==> src/design/lpd_pkg.sv <==
// Shared constants and types for the length-prefixed packet deframer.
package lpd_pkg;

  // Default length of the size header in bytes.
  localparam int unsigned LPD_SIZE_BYTES = 4;

  // Request codes on the input channel.
  localparam logic LPD_REQ_BYTE  = 1'b0;
  localparam logic LPD_REQ_CLOSE = 1'b1;

  typedef struct packed {
    logic [7:0] payload_byte;
    logic       has_byte;
    logic       packet_end;
    logic       protocol_error;
  } lpd_result_t;

endpackage

==> src/design/lpd_if.sv <==
// Valid/ready channel interfaces for the deframer input and result streams.
interface lpd_in_if;
  logic       valid;
  logic       ready;
  logic       req_type;
  logic [7:0] rx_byte;

  modport source (output valid, output req_type, output rx_byte, input ready);
  modport sink (input valid, input req_type, input rx_byte, output ready);
endinterface

interface lpd_out_if;
  logic       valid;
  logic       ready;
  logic [7:0] payload_byte;
  logic       has_byte;
  logic       packet_end;
  logic       protocol_error;

  modport source (
    output valid, output payload_byte, output has_byte, output packet_end,
    output protocol_error, input ready
  );
  modport sink (
    input valid, input payload_byte, input has_byte, input packet_end,
    input protocol_error, output ready
  );
endinterface

==> src/design/lpd_out_stage.sv <==
// Result register that holds one word until the downstream side takes it.
module lpd_out_stage (
  input  logic                clk_i,
  input  logic                rst_ni,
  input  logic                push_i,
  input  lpd_pkg::lpd_result_t res_i,
  output logic                ready_o,
  lpd_out_if.source           out_o
);
  import lpd_pkg::*;

  logic        valid_q;
  logic        valid_d;
  lpd_result_t res_q;

  // The register can be loaded when it is empty or being emptied this cycle.
  assign ready_o = !valid_q || out_o.ready;

  always_comb begin
    valid_d = valid_q;
    if (out_o.ready) begin
      valid_d = 1'b0;
    end
    if (push_i) begin
      valid_d = 1'b1;
    end
  end

  always_ff @(posedge clk_i or negedge rst_ni) begin
    if (!rst_ni) begin
      valid_q <= 1'b0;
    end else begin
      valid_q <= valid_d;
    end
  end

  always_ff @(posedge clk_i) begin
    if (push_i) begin
      res_q <= res_i;
    end
  end

  assign out_o.valid          = valid_q;
  assign out_o.payload_byte   = res_q.payload_byte;
  assign out_o.has_byte       = res_q.has_byte;
  assign out_o.packet_end     = res_q.packet_end;
  assign out_o.protocol_error = res_q.protocol_error;

`ifndef ASSERT_OFF
  a_no_overwrite: assert property (@(posedge clk_i) disable iff (!rst_ni)
    push_i |-> (!valid_q || out_o.ready))
    else $error("result register loaded while a word is still held");
`endif

endmodule

==> src/design/length_prefixed_packet_deframer.sv <==
// Top level of the length-prefixed packet deframer.
// A payload, empty-packet or error result is offered in the cycle after its input word.
// Throughput: one input word per cycle; a held result stalls all input until it is taken.
// Per word: a header-byte insert, a size compare and subtract, a count decrement or a close.
// Reset clears the header collection, the payload count and the sticky error flag at once.
module length_prefixed_packet_deframer #(
  parameter int unsigned SIZE_BYTES = lpd_pkg::LPD_SIZE_BYTES
) (
  input  logic      clk_i,
  input  logic      rst_ni,
  lpd_in_if.sink    in_i,
  lpd_out_if.source out_o
);
  import lpd_pkg::*;

  localparam int unsigned HdrW  = 8 * (SIZE_BYTES - 1);
  localparam int unsigned SizeW = 8 * SIZE_BYTES;
  localparam int unsigned LeftW = SizeW - 1;
  localparam int unsigned CntW  = $clog2(SIZE_BYTES);

  logic [HdrW-1:0]  hdr_q, hdr_d;
  logic [CntW-1:0]  cnt_q, cnt_d;
  logic             in_payload_q, in_payload_d;
  logic [LeftW-1:0] left_q, left_d;
  logic             failed_q, failed_d;

  logic             in_fire;
  logic             stage_ready;
  logic             res_valid;
  lpd_result_t      res;
  logic [SizeW-1:0] size;

  assign in_i.ready = stage_ready;
  assign in_fire    = in_i.valid && stage_ready;
  assign size       = {in_i.rx_byte, hdr_q};

  always_comb begin
    hdr_d        = hdr_q;
    cnt_d        = cnt_q;
    in_payload_d = in_payload_q;
    left_d       = left_q;
    failed_d     = failed_q;
    res_valid    = 1'b0;
    res          = '0;
    if (in_fire && !failed_q) begin
      if (in_i.req_type == LPD_REQ_CLOSE) begin
        hdr_d        = '0;
        cnt_d        = '0;
        in_payload_d = 1'b0;
        left_d       = '0;
      end else if (in_payload_q) begin
        left_d           = left_q - LeftW'(1);
        res_valid        = 1'b1;
        res.payload_byte = in_i.rx_byte;
        res.has_byte     = 1'b1;
        if (left_q == LeftW'(1)) begin
          in_payload_d   = 1'b0;
          res.packet_end = 1'b1;
        end
      end else if (cnt_q != CntW'(SIZE_BYTES - 1)) begin
        hdr_d[{cnt_q, 3'b000} +: 8] = in_i.rx_byte;
        cnt_d = cnt_q + CntW'(1);
      end else begin
        // Last header byte: its top bit is the sign of the size.
        hdr_d = '0;
        cnt_d = '0;
        if (in_i.rx_byte[7] || size < SizeW'(SIZE_BYTES)) begin
          failed_d           = 1'b1;
          res_valid          = 1'b1;
          res.protocol_error = 1'b1;
        end else if (size == SizeW'(SIZE_BYTES)) begin
          res_valid      = 1'b1;
          res.packet_end = 1'b1;
        end else begin
          left_d       = size[LeftW-1:0] - LeftW'(SIZE_BYTES);
          in_payload_d = 1'b1;
        end
      end
    end
  end

  always_ff @(posedge clk_i or negedge rst_ni) begin
    if (!rst_ni) begin
      hdr_q        <= '0;
      cnt_q        <= '0;
      in_payload_q <= 1'b0;
      left_q       <= '0;
      failed_q     <= 1'b0;
    end else begin
      hdr_q        <= hdr_d;
      cnt_q        <= cnt_d;
      in_payload_q <= in_payload_d;
      left_q       <= left_d;
      failed_q     <= failed_d;
    end
  end

  lpd_out_stage u_out_stage (
    .clk_i   (clk_i),
    .rst_ni  (rst_ni),
    .push_i  (res_valid),
    .res_i   (res),
    .ready_o (stage_ready),
    .out_o   (out_o)
  );

`ifndef ASSERT_OFF
  a_failed_sticky: assert property (@(posedge clk_i) disable iff (!rst_ni)
    failed_q |=> failed_q)
    else $error("protocol error flag cleared without reset");

  a_payload_count: assert property (@(posedge clk_i) disable iff (!rst_ni)
    in_payload_q == (left_q != '0))
    else $error("payload flag and remaining count disagree");

  a_error_sets_flag: assert property (@(posedge clk_i) disable iff (!rst_ni)
    (res_valid && res.protocol_error) |=> failed_q)
    else $error("error word given without setting the sticky flag");

  a_header_idle: assert property (@(posedge clk_i) disable iff (!rst_ni)
    in_payload_q |-> (cnt_q == '0 && hdr_q == '0))
    else $error("header bytes held while a payload is in flight");
`endif

endmodule

==> src/flat_wrapper.sv <==
// flat-port wrapper written by rule: the top's interface ports become plain ports
module length_prefixed_packet_deframer_flat import lpd_pkg::*;
#(
  parameter int unsigned SIZE_BYTES = lpd_pkg::LPD_SIZE_BYTES
)
  (clk_i, rst_ni, in_i_valid, in_i_req_type, in_i_rx_byte, in_i_ready, out_o_valid, out_o_payload_byte, out_o_has_byte, out_o_packet_end, out_o_protocol_error, out_o_ready);
  lpd_in_if in_i_i ();
  lpd_out_if out_o_i ();
  input  logic clk_i;
  input  logic rst_ni;
  input wire logic [$bits(in_i_i.valid)-1:0] in_i_valid;
  input wire logic [$bits(in_i_i.req_type)-1:0] in_i_req_type;
  input wire logic [$bits(in_i_i.rx_byte)-1:0] in_i_rx_byte;
  output wire logic [$bits(in_i_i.ready)-1:0] in_i_ready;
  output wire logic [$bits(out_o_i.valid)-1:0] out_o_valid;
  output wire logic [$bits(out_o_i.payload_byte)-1:0] out_o_payload_byte;
  output wire logic [$bits(out_o_i.has_byte)-1:0] out_o_has_byte;
  output wire logic [$bits(out_o_i.packet_end)-1:0] out_o_packet_end;
  output wire logic [$bits(out_o_i.protocol_error)-1:0] out_o_protocol_error;
  input wire logic [$bits(out_o_i.ready)-1:0] out_o_ready;
  assign in_i_i.valid = in_i_valid;
  assign in_i_i.req_type = in_i_req_type;
  assign in_i_i.rx_byte = in_i_rx_byte;
  assign in_i_ready = in_i_i.ready;
  assign out_o_valid = out_o_i.valid;
  assign out_o_payload_byte = out_o_i.payload_byte;
  assign out_o_has_byte = out_o_i.has_byte;
  assign out_o_packet_end = out_o_i.packet_end;
  assign out_o_protocol_error = out_o_i.protocol_error;
  assign out_o_i.ready = out_o_ready;
  length_prefixed_packet_deframer #(.SIZE_BYTES(SIZE_BYTES)) u_core (.clk_i(clk_i), .rst_ni(rst_ni), .in_i(in_i_i), .out_o(out_o_i));
endmodule
==> config.mk <==
export PLATFORM = sky130hd
export DESIGN_NAME = length_prefixed_packet_deframer_flat
export DESIGN_NICKNAME = d
export VERILOG_FILES = /design/src/design/lpd_pkg.sv /design/src/design/lpd_if.sv /design/src/design/lpd_out_stage.sv /design/src/design/length_prefixed_packet_deframer.sv /design/src/flat_wrapper.sv
export SDC_FILE = /design/constraint.sdc
export NUM_CORES = 1
export LEC_CHECK = 0
export BUFFER_PORTS_ARGS = -buffer_cell sky130_fd_sc_hd__buf_4
export CORE_ASPECT_RATIO = 0.5
export CORE_UTILIZATION = 46
export DETAILED_ROUTE_END_ITERATION = 16
export PLACE_DENSITY = 0.7
export SLEW_MARGIN = 20
export SYNTH_ARGS = -nofsm -noshare
export SYNTH_HDL_FRONTEND = slang
export SYNTH_HIERARCHICAL = 1
export SYNTH_SLANG_ARGS = --single-unit
==> constraint.sdc <==
create_clock -name clk_i -period 2.85 [get_ports clk_i]
set_clock_uncertainty 0.05 [all_clocks]
set_input_delay 0.855 -clock clk_i [delete_from_list [all_inputs] [get_ports clk_i]]
set_output_delay 0.855 -clock clk_i [all_outputs]
set_load 0.01 [all_outputs]
==> flow_summary.toml, run 1 <==
[power_and_ir_drop]
switching_share_pct = 44.95
intPower_mw = 3.093
power.density_nw_per_um2 = 1108
switching_power_mw = 2.526
power_frac_comb_pct = 50.8
clockPowerShare_pct = 20.1
peakVddDrop_uv = 641.1
p_seq_share_pct = 29.0
leakage_nw = 2.136

[synthesis]
yosys_most_used_dff = "dfrtp_1"
ys_types = 64
synth_fp_nets = 482
ys_ff_latch = 71
syn_area_um2 = 4293
ys_warn_count = 6
synthCells = 461
ys_seq_area_share_pct = 42.67
async_flop_share_pct = 84.51
synth_edf_count = 11
avgSynthCellArea_um2 = 9.312

[sta]
min_period_over_period_pct = 90.55
fin_tns_setup_ns = 0
slew_headroom_pct = 45.26
max_freq_ghz = 0.3875
rsz0062_at_grt = "no"
hold_violations = 0
min_period_ns = 2.581
worstMarginPinSlew_ns = 0.8211
slew_viol_final = 0
setup_viol = 0
hold-worst-slack_ns = 0.4446

[finish]
stdcell_area_um2 = 5070
layout_common_cells = "60 x dfrtp_1, 54 x buf_4, 37 x nor2_1"
synthToLayoutAreaGrowth_pct = 18.10
drive_gt1_share_pct = 19.13
n_antenna_cell = 0
final_common_cell = "dfrtp_1"
fin_util_pct = 57.04
nets = 523

[job]
cap_violations = 0

[global_routing]
grt_pass1_wl_um = 19960
met1_usage_pct = 39.55
grt_pass1_vias = 3548
antenna_found_initial = 0
top_usage_layer = "met1"
use_met2_pct = 37.90
grt_usage_pct = 27.00
overflow = 0
grt_max_degree = 61
use_met3_pct = 8.848

[cts]
cts_buffer_depth = 2
hold_buffers = 0
cts_root_buffer = "clkbuf_16"
cts_buffers = 9
cts_tree = "built"
clkLatencyLatePin_ns = 0.33
clk_pin_slew_worst_paths_ns = 0.06
cts_sinks = 71
cts_resized = 0
htree_levels = 3
post_cts_buffers = 0

[drt]
routed_wl_um = 12690
vias_per_cell = 6.264
drtAntennaViolNets = 0
drc = 0
drt-initial-drc-count = 643
routedWlPerCell_um = 20.33
firstDrtPassIters = 5
via_count = 3909

[die]
ios = 26
rows = 24
die_w_um = 138.6
dieArea_um2 = 9746
start_util_pct = 48.30
die_h_um = 70.31
core_um2 = 8889

[critical_path]
path_class = "in -> reg"
cpPeakStageDelay_ns = 0.53
crit_arrival_ns = 2.58
critPathCaptureType = "register"
crit_top_cell = "buf_4"
cp_cell_sequence = "buf_4, or4_4, nor4_1, and3_2, o21a_1, o21ai_2, a211oi_4, buf_4"
slowest_stage = "or4_4"
start_kind = "primary input"
crit_fanout = 6
cp.required_ns = 2.85

[place]
place_hpwl_um = 8708
io_buffers = 25
dpl-instance-area_um2 = 4771
routabilityCongestion = 0.8885

[min_path]
hp-class = "reg -> reg"

[outcome]
outcome = "finished clean"
==> logic make-up (layout without fill, tap and decap cells) <==
| logic type | after synthesis | after routing | share of synthesized area [%] |
|---|---|---|---|
| and+or+nand+nor | 183 | 183 | 24.86 |
| DFF | 71 | 71 | 42.67 |
| buffers and inverters | 34 | 80 | 3.439 |
| AOI/OAI and AO/OA | 140 | 140 | 21.60 |
| adders and majority gates | 8 | 8 | 2.332 |
| xor gates and xnor gates | 25 | 25 | 5.101 |
==> critical path, delay by kind of cell <==
kind            cells  cell delay (ns)
buf+inv             2             0.31
compound gates      3             0.47
simple gates        3             0.95
==> synthesized netlist by cell type (11+ instances only) <==
| master | instances | share of area (%) |
|---|---|---|
| a21oi_1 | 23 | 2.7 |
| a22o_1 | 26 | 5.3 |
| and3_1 | 11 | 1.6 |
| clkbuf_1 | 17 | 1.5 |
| dfrtp_1 | 60 | 35 |
| edfxtp_1 | 11 | 7.7 |
| nand2_1 | 32 | 2.8 |
| nor2_1 | 37 | 3.2 |
| nor3_1 | 21 | 2.4 |
| nor4_1 | 19 | 2.8 |
| o21ai_0 | 26 | 3.0 |
| o21ai_1 | 24 | 2.8 |
| xnor2_1 | 12 | 2.4 |
| xor2_1 | 13 | 2.7 |
==> flip-flops by register name, indices dropped and copies added (netlist names) <==
signal,flops
u_core/u_out_stage/out_o.packet_end,1
u_core/in_payload_q,1
u_core/failed_q,1
u_core/cnt_q,2
u_core/hdr_q,24
u_core/left_q,31
u_core/u_out_stage/out_o.protocol_error,1
u_core/u_out_stage/out_o.has_byte,1
u_core/u_out_stage/out_o.payload_byte,8
u_core/u_out_stage/out_o.valid,1
==> layer usage <==
metal  wire length (um)  vias to the layer above
li1                   -                     1818
met1               6102                     1891
met2               5289                      182
met3               1111                       18
met4                182                        0
met5                  0                        -
==> final cells by class <==
class / instances / area, um2
clock inverter: 7 / 73.82
tap: 117 / 146.4
multi-input combinational: 356 / 2333
timing repair buffer: 55 / 425.4
clock buffer: 9 / 225.2
inverter: 9 / 33.78
sequential: 71 / 1832
fill: 802 / 3819
==> stage by stage <==
| stage | total power, mW | setup slack, ns | std cells |
|---|---|---|---|
| 6_report | 5.618 | 0.2693 | 624 |
| 5_1_grt | 5.962 | 0.1572 | 624 |
| 4_1_cts | 5.544 | 0.3056 | 624 |
| 3_5_place_dp | 4.384 | -0.04591 | 608 |
| 3_3_place_gp | 4.345 | -0.01661 | 608 |
| 2_1_floorplan | 3.518 | -0.07931 | 461 |
==> power groups by stage <==
stage          clock network (mW)  registers (mW)  logic (mW)
6_report                     1.13            1.63        2.86
5_1_grt                      1.18            1.68        3.10
4_1_cts                      1.15            1.62        2.78
3_5_place_dp                    0            1.63        2.75
3_3_place_gp                    0            1.63        2.72
2_1_floorplan                   0            1.54        1.98
==> final timing paths <==
check | start | to | slack, ns | cells after the start
setup reg to reg | u_core/hdr_q[10] | u_core/u_out_stage/out_o.payload_byte[4] | 0.28 | 7
min in group asynchronous | rst_ni | u_core/hdr_q[5] | 0.56 | 1
hold / removal | u_core/failed_q | u_core/failed_q | 0.44 | 1
hold reg to reg | u_core/failed_q | u_core/failed_q | 0.44 | 1
setup / recovery | in_i_rx_byte[4] | u_core/u_out_stage/out_o.payload_byte[4] | 0.27 | 8
max in group asynchronous | rst_ni | u_core/left_q[22] | 1.65 | 1
Note: power is estimated with default switching activity, not from simulation.
==> run 2, diff against run 1 <==
--- a/config.mk
+++ b/config.mk
@@ -7,9 +7,11 @@
 export LEC_CHECK = 0
 export BUFFER_PORTS_ARGS = -buffer_cell sky130_fd_sc_hd__buf_4
 export CORE_ASPECT_RATIO = 0.5
+export CORE_MARGIN = 2
 export CORE_UTILIZATION = 46
 export DETAILED_ROUTE_END_ITERATION = 16
-export PLACE_DENSITY = 0.7
+export PLACE_DENSITY = 0.66
+export SETUP_SLACK_MARGIN = 0.02
 export SLEW_MARGIN = 20
 export SYNTH_ARGS = -nofsm -noshare
 export SYNTH_HDL_FRONTEND = slang
==> flow_summary.toml, run 2 (synthesized netlist as in run 1, its figures left out) <==
[drt]
firstDrtPassIters = 5
via_count = 3926
vias_per_cell = 6.282
drt-initial-drc-count = 614
routedWlPerCell_um = 19.46
drc = 0
routed_wl_um = 12170
drtAntennaViolNets = 0

[job]
cap_violations = 0

[die]
start_util_pct = 48.30
die_w_um = 140.6
core_um2 = 8889
ios = 26
die_h_um = 72.31
dieArea_um2 = 10170
rows = 24

[global_routing]
grt_pass1_vias = 3530
grt_pass1_wl_um = 19460
antenna_found_initial = 0
grt_usage_pct = 25.36
overflow = 0
grt_max_degree = 61

[critical_path]
critical_path.reg2reg.startpoint = "u_core/left_q[20]"
rrSetupSlack_ns = 0.30
r2r-end = "u_core/u_out_stage/out_o.packet_end"
reg2reg_depth = 6
path_class = "reg -> reg"
cp_cell_sequence = "or4_1, nand2b_1, nor4_2, and4_1, a21oi_1, nor3_1"
crit_arrival_ns = 2.66
start_kind = "register"
critPathCaptureType = "register"
cp_num_cells = 6
crit_fanout = 8
critPathBufInv = 0
crit_family = "simple AND/OR/NAND/NOR gates"
slowest_stage = "or4_1"
cpPeakStageDelay_ns = 0.60
cp.required_ns = 2.96

[sta]
slew_viol_final = 0
hold_violations = 0
setup_viol = 0
rsz0062_at_grt = "no"
min_period_over_period_pct = 89.43
slew_headroom_pct = 48.09
worstMarginPinSlew_ns = 0.7716
min_period_ns = 2.549
setup_ws_ns = 0.3012
max_freq_ghz = 0.3923

[finish]
nets = 524
largest_register_ffs = 31
final_common_cell = "dfrtp_1"
regMostFlops = "u_core/left_q"
synthToLayoutAreaGrowth_pct = 17.87
layout_common_cells = "60 x dfrtp_1, 55 x buf_4, 37 x nor2_1"
n_antenna_cell = 0
drive_gt1_share_pct = 18.50

[power_and_ir_drop]
switching_power_mw = 2.459
switching_share_pct = 44.35
power.density_nw_per_um2 = 1096
leakage_nw = 2.137
power_frac_comb_pct = 51.1
intPower_mw = 3.086
p_seq_share_pct = 29.4
peakVddDrop_uv = 494.3
clockPowerShare_pct = 19.6
power.total_mw = 5.546

[place]
io_buffers = 25
routabilityCongestion = 0.8718
place_hpwl_um = 8774
pre_cts_ws_ns = -0.01496

[cts]
cts_buffers = 9
cts_resized = 0
clkLatencyLatePin_ns = 0.34
cts_tree = "built"
hold_buffers = 0
cts_root_buffer = "clkbuf_16"
cts_buffer_depth = 2
htree_levels = 3
post_cts_buffers = 0
cts_sinks = 71
clk_pin_slew_worst_paths_ns = 0.06

[min_path]
holdPathStages = 1
whs_endpoint = "u_core/failed_q"
hp-class = "reg -> reg"
min_from = "u_core/failed_q"

[outcome]
outcome = "finished clean"
run 2: cell types whose count changed in the layout (fill, tap and decap cells not counted):
cell        delta
clkinv_1       +2
buf_4          +1
clkbuf_1       +2
clkinv_4       -2
clkinvlp_4     -2
run 2: worst max path at each step:
stage	from	endpoint	slack, ns
5_1_grt	in_i_rx_byte[4]	u_core/u_out_stage/out_o.has_byte	0.17
3_5_place_dp	in_i_rx_byte[4]	u_core/u_out_stage/out_o.payload_byte[4]	-0.01
6_report	u_core/left_q[20]	u_core/u_out_stage/out_o.packet_end	0.30
3_3_place_gp	in_i_rx_byte[4]	u_core/u_out_stage/out_o.payload_byte[6]	-0.01
4_1_cts	in_i_rx_byte[4]	u_core/u_out_stage/out_o.payload_byte[7]	0.32
2_1_floorplan	in_i_rx_byte[3]	u_core/u_out_stage/out_o.has_byte	-0.08
run 2: stage by stage:
step                      hold slack (ns)  setup TNS [ns]  cells  instance area (um2)  util (%)
after floorplan                    0.4053         -0.8724    461                 4323         -
after global placement             0.4187         -0.1175    609                 4778     53.76
after detailed placement           0.4246         -0.1431    609                 4778     53.76
after CTS                          0.4408               0    625                 5060     56.93
after global routing               0.4491               0    625                 5060     56.93
final                              0.4365               0    625                 5060     56.93
run 2: power by group through the flow:
stage	clock network (mW)	logic (mW)	registers [mW]
after CTS	1.10	2.77	1.62
after floorplan	0	1.98	1.54
after global routing	1.15	3.07	1.68
final	1.09	2.83	1.63
after detailed placement	0	2.76	1.64
after global placement	0	2.74	1.63
run 2: area by class of cell:
type / instances / area, um2
multi-input combinational: 356 / 2333
fill: 784 / 3829
timing repair buffer: 56 / 432.9
tap: 117 / 146.4
sequential: 71 / 1832
clock buffer: 11 / 232.7
inverter: 9 / 33.78
clock inverter: 5 / 48.80
run 2: worst register-to-register path, stage by stage (launching register included):
cell,delay [ns]
dfrtp_1,0.45
or4_1,0.60
nand2b_1,0.30
nor4_2,0.34
and4_1,0.34
a21oi_1,0.07
nor3_1,0.22
run 2: layer usage:
layer	part of all wire, %	wire (um)	vias up	GRT usage [%]
met5	0	0	-	0
met4	1.2	147	0	5.556
met3	8.7	1054	15	5.677
met2	41	4944	166	35.56
met1	49	6018	1915	39.88
li1	-	-	1830	-
